$ cat src/hw/rtl/ipvf_pkg.sv
package ipvf_pkg;

    localparam int TABLE_ENTRIES_DEF = 1024;

    localparam logic [1:0] CMD_FRAME  = 2'd0;
    localparam logic [1:0] CMD_WRITE  = 2'd1;
    localparam logic [1:0] CMD_REMOVE = 2'd2;
    localparam logic [1:0] CMD_UNUSED = 2'd3;

    localparam logic [1:0] ST_DONE      = 2'd0;
    localparam logic [1:0] ST_FULL      = 2'd1;
    localparam logic [1:0] ST_NOT_FOUND = 2'd2;

    localparam logic RK_VERDICT = 1'b0;
    localparam logic RK_STATUS  = 1'b1;

    localparam logic VERDICT_PASS = 1'b0;
    localparam logic VERDICT_DROP = 1'b1;

    localparam logic [15:0] ETHERTYPE_IPV4 = 16'h0800;
    localparam logic [7:0]  PROTO_UDP      = 8'd17;

    localparam logic [5:0] MIN_FRAME_LEN = 6'd42;
    localparam logic [5:0] OFS_ETH_HI    = 6'd12;
    localparam logic [5:0] OFS_ETH_LO    = 6'd13;
    localparam logic [5:0] OFS_PROTO     = 6'd23;
    localparam logic [5:0] OFS_SRC_FIRST = 6'd26;
    localparam logic [5:0] OFS_SRC_LAST  = 6'd29;
    localparam logic [5:0] OFS_PORT_HI   = 6'd36;
    localparam logic [5:0] OFS_PORT_LO   = 6'd37;

    typedef struct packed {
        logic        valid;
        logic [31:0] key;
        logic        found;
        logic [15:0] found_port;
        logic        free_found;
    } token_t;

    typedef struct packed {
        logic        en;
        logic        set;
        logic [31:0] key;
        logic [15:0] port;
    } update_t;

endpackage

$ cat src/hw/rtl/ipvf_cell.sv
module ipvf_cell #(
    parameter int IW    = 10,
    parameter int INDEX = 0
) (
    input  logic              aclk,
    input  logic              aresetn,
    input  ipvf_pkg::token_t  tok_in,
    input  logic [IW-1:0]     found_idx_in,
    input  logic [IW-1:0]     free_idx_in,
    output ipvf_pkg::token_t  tok_out,
    output logic [IW-1:0]     found_idx_out,
    output logic [IW-1:0]     free_idx_out,
    input  ipvf_pkg::update_t upd,
    input  logic [IW-1:0]     upd_idx
);
    import ipvf_pkg::*;

    localparam logic [IW-1:0] MY_IDX = IW'(INDEX);

    logic [31:0]   key_reg;
    logic [15:0]   port_reg;
    logic          used_reg;
    token_t        tok_reg;
    logic [IW-1:0] found_idx_reg;
    logic [IW-1:0] free_idx_reg;
    logic          hit;

    assign hit = tok_in.valid && used_reg && (key_reg == tok_in.key);

    always_ff @(posedge aclk) begin
        if (!aresetn) begin
            used_reg      <= 1'b0;
            tok_reg.valid <= 1'b0;
        end else begin
            if (upd.en && upd_idx == MY_IDX) begin
                used_reg <= upd.set;
            end
            tok_reg.valid <= tok_in.valid;
        end
        if (upd.en && upd.set && upd_idx == MY_IDX) begin
            key_reg  <= upd.key;
            port_reg <= upd.port;
        end
        tok_reg.key        <= tok_in.key;
        tok_reg.found      <= tok_in.found || hit;
        tok_reg.found_port <= hit ? port_reg : tok_in.found_port;
        found_idx_reg      <= hit ? MY_IDX : found_idx_in;
        tok_reg.free_found <= tok_in.free_found || !used_reg;
        free_idx_reg       <= tok_in.free_found ? free_idx_in : MY_IDX;
    end

    assign tok_out       = tok_reg;
    assign found_idx_out = found_idx_reg;
    assign free_idx_out  = free_idx_reg;

endmodule

$ cat config.mk
export PLATFORM = sky130hd
export DESIGN_NAME = ipvf_cell
export DESIGN_NICKNAME = d
export VERILOG_FILES = /design/src/hw/rtl/ipvf_pkg.sv /design/src/hw/rtl/ipvf_cell.sv
export SDC_FILE = /design/constraint.sdc
export NUM_CORES = 1
export LEC_CHECK = 0
export ABC_AREA = 1
export BUFFER_PORTS_ARGS = -buffer_cell sky130_fd_sc_hd__buf_2
export CELL_PAD_IN_SITES_DETAIL_PLACEMENT = 1
export CELL_PAD_IN_SITES_GLOBAL_PLACEMENT = 2
export CORE_AREA = 2 2 130 132
export DETAILED_ROUTE_END_ITERATION = 6
export DIE_AREA = 0 0 132 134
export PLACE_DENSITY_LB_ADDON = 0.1
export SYNTH_ARGS = -nofsm -noshare
export SYNTH_HDL_FRONTEND = slang
export SYNTH_SLANG_ARGS = --single-unit
$ cat constraint.sdc
create_clock -name aclk -period 9.4 [get_ports aclk]
set_input_delay 2.35 -clock aclk [delete_from_list [all_inputs] [get_ports aclk]]
set_output_delay 2.35 -clock aclk [all_outputs]
set_load 0.02 [all_outputs]
==> metrics.md <==
| Metric | Value |
|---|---|
| Buf/Inv on CP | 3 |
| Post-synth EDFFs | 48 |
| Ys Warns | 0 |
| Hold Path Class | register to register |
| Number of global-route vias before repair | 3785 |
| Placed wire-length estimate | 8800 um |
| H-tree lvl count | 4 |
| Seq cells post-synth | 120 |
| Final hold violation count | 0 |
| Synthesized area per cell | 9.86 um^2 |
| Io pins | 204 |
| CTS tree | built |
| Slowest CP cell | nor2_4 |
| Pleak | 3.09 nW |
| Post-route worst setup slack | 5710 ps |
| Overall Global Routing Usage | 13.9% |
| DR WL/cell | 13.1 um |
| Die Width | 132 um |
| GRT overflow | 0 |
| RSZ-0062 raised after global routing | no |
| First-pass GRT wire length | 18700 um |
| Total Wirelength | 11500 um |
| Share of layout cells above drive strength 1 | 36.2% |
| Area leader, netlist | dfxtp_1 |
| WS Path Type | input port to register |
| Maximum clock rate | 0.271 GHz |
| Synth top area share | 34.6% |
| CP Data Arrival Time | 3990 ps |
| Post-DP Area | 5450 um^2 |
| Final slew viol count | 0 |
| Die area | 17700 um^2 |
| Critical Path Sink Type | register |
| Clock Skew | 7.56 ps |
| Top delay family on crit path | simple AND/OR/NAND/NOR gates |
| Post-CTS Resized | 0 |
| Final ANT Viol Nets | 0 |
| Post-CTS setup buffers | 0 |
| VDD IR max | 0.117 mV |
| Row cnt | 47 |
| Rel. slew slack | 53.9% |
| Power, Total | 1.27 mW |
| Placer Congestion | 0.699 |
| Die Ht | 134 um |
| Max FFs per register | 51 |
| TritonRoute pass-1 iters | 4 |
| Mapped Area | 4170 um^2 |
| DR DRC count | 0 |
| Gate Count Post-Synth | 423 |
| CTS max path bufs | 2 |
| Core ar. | 16300 um^2 |
| Fin area | 6010 um^2 |
| Largest net degree at the start of global routing | 49 |
| Initial antenna violation count | 2 |
| Setup_tns | 0 ps |
| # port buffers | 203 |
| Vias per inst | 3.92 |
| Final period util | 39.3% |
| Vias | 3433 |
| Library cells used by synthesis | 25 |
| Cts-stage hold buffer count | 0 |
| Crit-path cells | buf_2 > inv_1 > nor2_1 > nor2_1 > nand2_1 > nor2_1 > nand2_1 > nor2_4 > nand3_4 > clkinv_1 > nor2_1 |
| Async SR Flop Fraction | 0% |
| Final min period | 3690 ps |
| Top FF cell, synth | dfxtp_1 |
| R2R setup slack | 7430 ps |
| CP required | 9690 ps |
| Largest cells by area after synthesis | dfxtp_1 35%, edfxtp_1 35%, nand2_1 12%, inv_1 7.6%, nor2_1 3.1% |
| Setup WS pre-CTS | 5180 ps |
| Most common cell in the netlist | nand2_1 |
| Layout area overhead | 44.0% |
| Root buf cell | clkbuf_16 |
| Pwr dens | 211 nW/um^2 |
| Slew at the pin closest to its max-slew limit | 692 ps |
| Critical path startpoint category | input port |
| Worst skew pair latency | 410 ps |
| Initial Util | 25.6% |
| Final setup violation count | 0 |
| Crit Path Max Fanout | 18 |
| Synth top cells by count | 134 x nand2_1, 85 x inv_1, 72 x dfxtp_1 |
| CTS buffer count | 17 |
| Status | completed |
| Finished Core Util | 36.9% |
| Detailed Route Iter0 Violations | 117 |
| TritonCTS Sinks | 120 |
| Reg clk slew, reported paths | 60 ps |
| Max-cap viol count | 0 |
| Seq/Total Area, Yosys | 69.1% |
| Final net count | 775 |
| Cell mode on critical path | nor2_1 |
| CP peak stage delay | 370 ps |
| Synthesized net count | 556 |
==> worst paths after layout <==
check,start,endpoint,cells after the start
max reg2reg,used_reg$_SDFFE_PN0P_,found_idx_out[8]$_SDFF_PP0_,9
min reg2reg,used_reg$_SDFFE_PN0P_,tok_out[0]$_DFF_P_,1
max,tok_in[32],found_idx_out[8]$_SDFF_PP0_,11
min,used_reg$_SDFFE_PN0P_,tok_out[0]$_DFF_P_,1
==> layout by cell type (no fill, tap or decap) <==
cell type  count
nor2_1        34
nor4b_2        1
nor4_1         1
xnor2_1        8
xor2_1         2
bufinv_16      1
nand3_4        1
nand2_1      134
edfxtp_1      48
clkbuf_16     17
buf_2        203
nand3_1       17
o211ai_1       1
clkinv_2       3
nor2_2         1
clkbuf_1       5
inv_1         85
inv_2          1
clkbuf_8       5
o21ai_0        2
or3_1          1
diode_2        2
buf_4          1
or2_2          1
dfxtp_1       72
clkinv_1       1
nand4_1        3
o21ai_1        2
nor2_4         2
a21boi_0       1
==> layout make-up <==
| class | instances | area, um^2 |
|---|---|---|
| clock buffers | 27 | 513 |
| clock inverters | 4 | 45.0 |
| inverters | 87 | 327 |
| flip-flops and latches | 120 | 2880 |
| well taps | 220 | 275 |
| diodes | 2 | 5.00 |
| fillers | 1971 | 10300 |
| multi-input cells | 212 | 937 |
| repair buffers | 204 | 1020 |
==> where the power goes <==
group,internal (mW),switching (mW),leakage [nW]
Combinational,0.0387,0.0516,1.78
Clock,0.396,0.220,0.277
Sequential,0.557,0.00344,1.04
Total,0.992,0.275,3.09
==> cells by family (layout without fill, tap and decap cells) <==
| kind of cell | after synthesis | count (layout) | synth area share, % |
|---|---|---|---|
| xor gates and xnor gates | 10 | 10 | 2.10 |
| AOI/OAI and AO/OA | 6 | 6 | 0.840 |
| other | 0 | 2 | 0 |
| DFF | 120 | 120 | 69.1 |
| buffers and inverters | 91 | 322 | 8.58 |
| and+or+nand+nor | 196 | 196 | 19.4 |
==> metrics by stage <==
step	hold slack, ps	std cells
finish	420	876
global route	447	874
CTS	425	874
detailed placement	411	843
global placement	406	843
floorplan	378	423
==> per-layer routing <==
metal	GRT usage [%]	vias to the layer above	share of wire, %
met5	0	-	0.11
met4	6.64	2	2.5
met3	6.39	22	8.9
met2	23.8	127	50
met1	14.4	1560	38
li1	-	1722	-
Note: power is estimated with default switching activity, not from simulation.
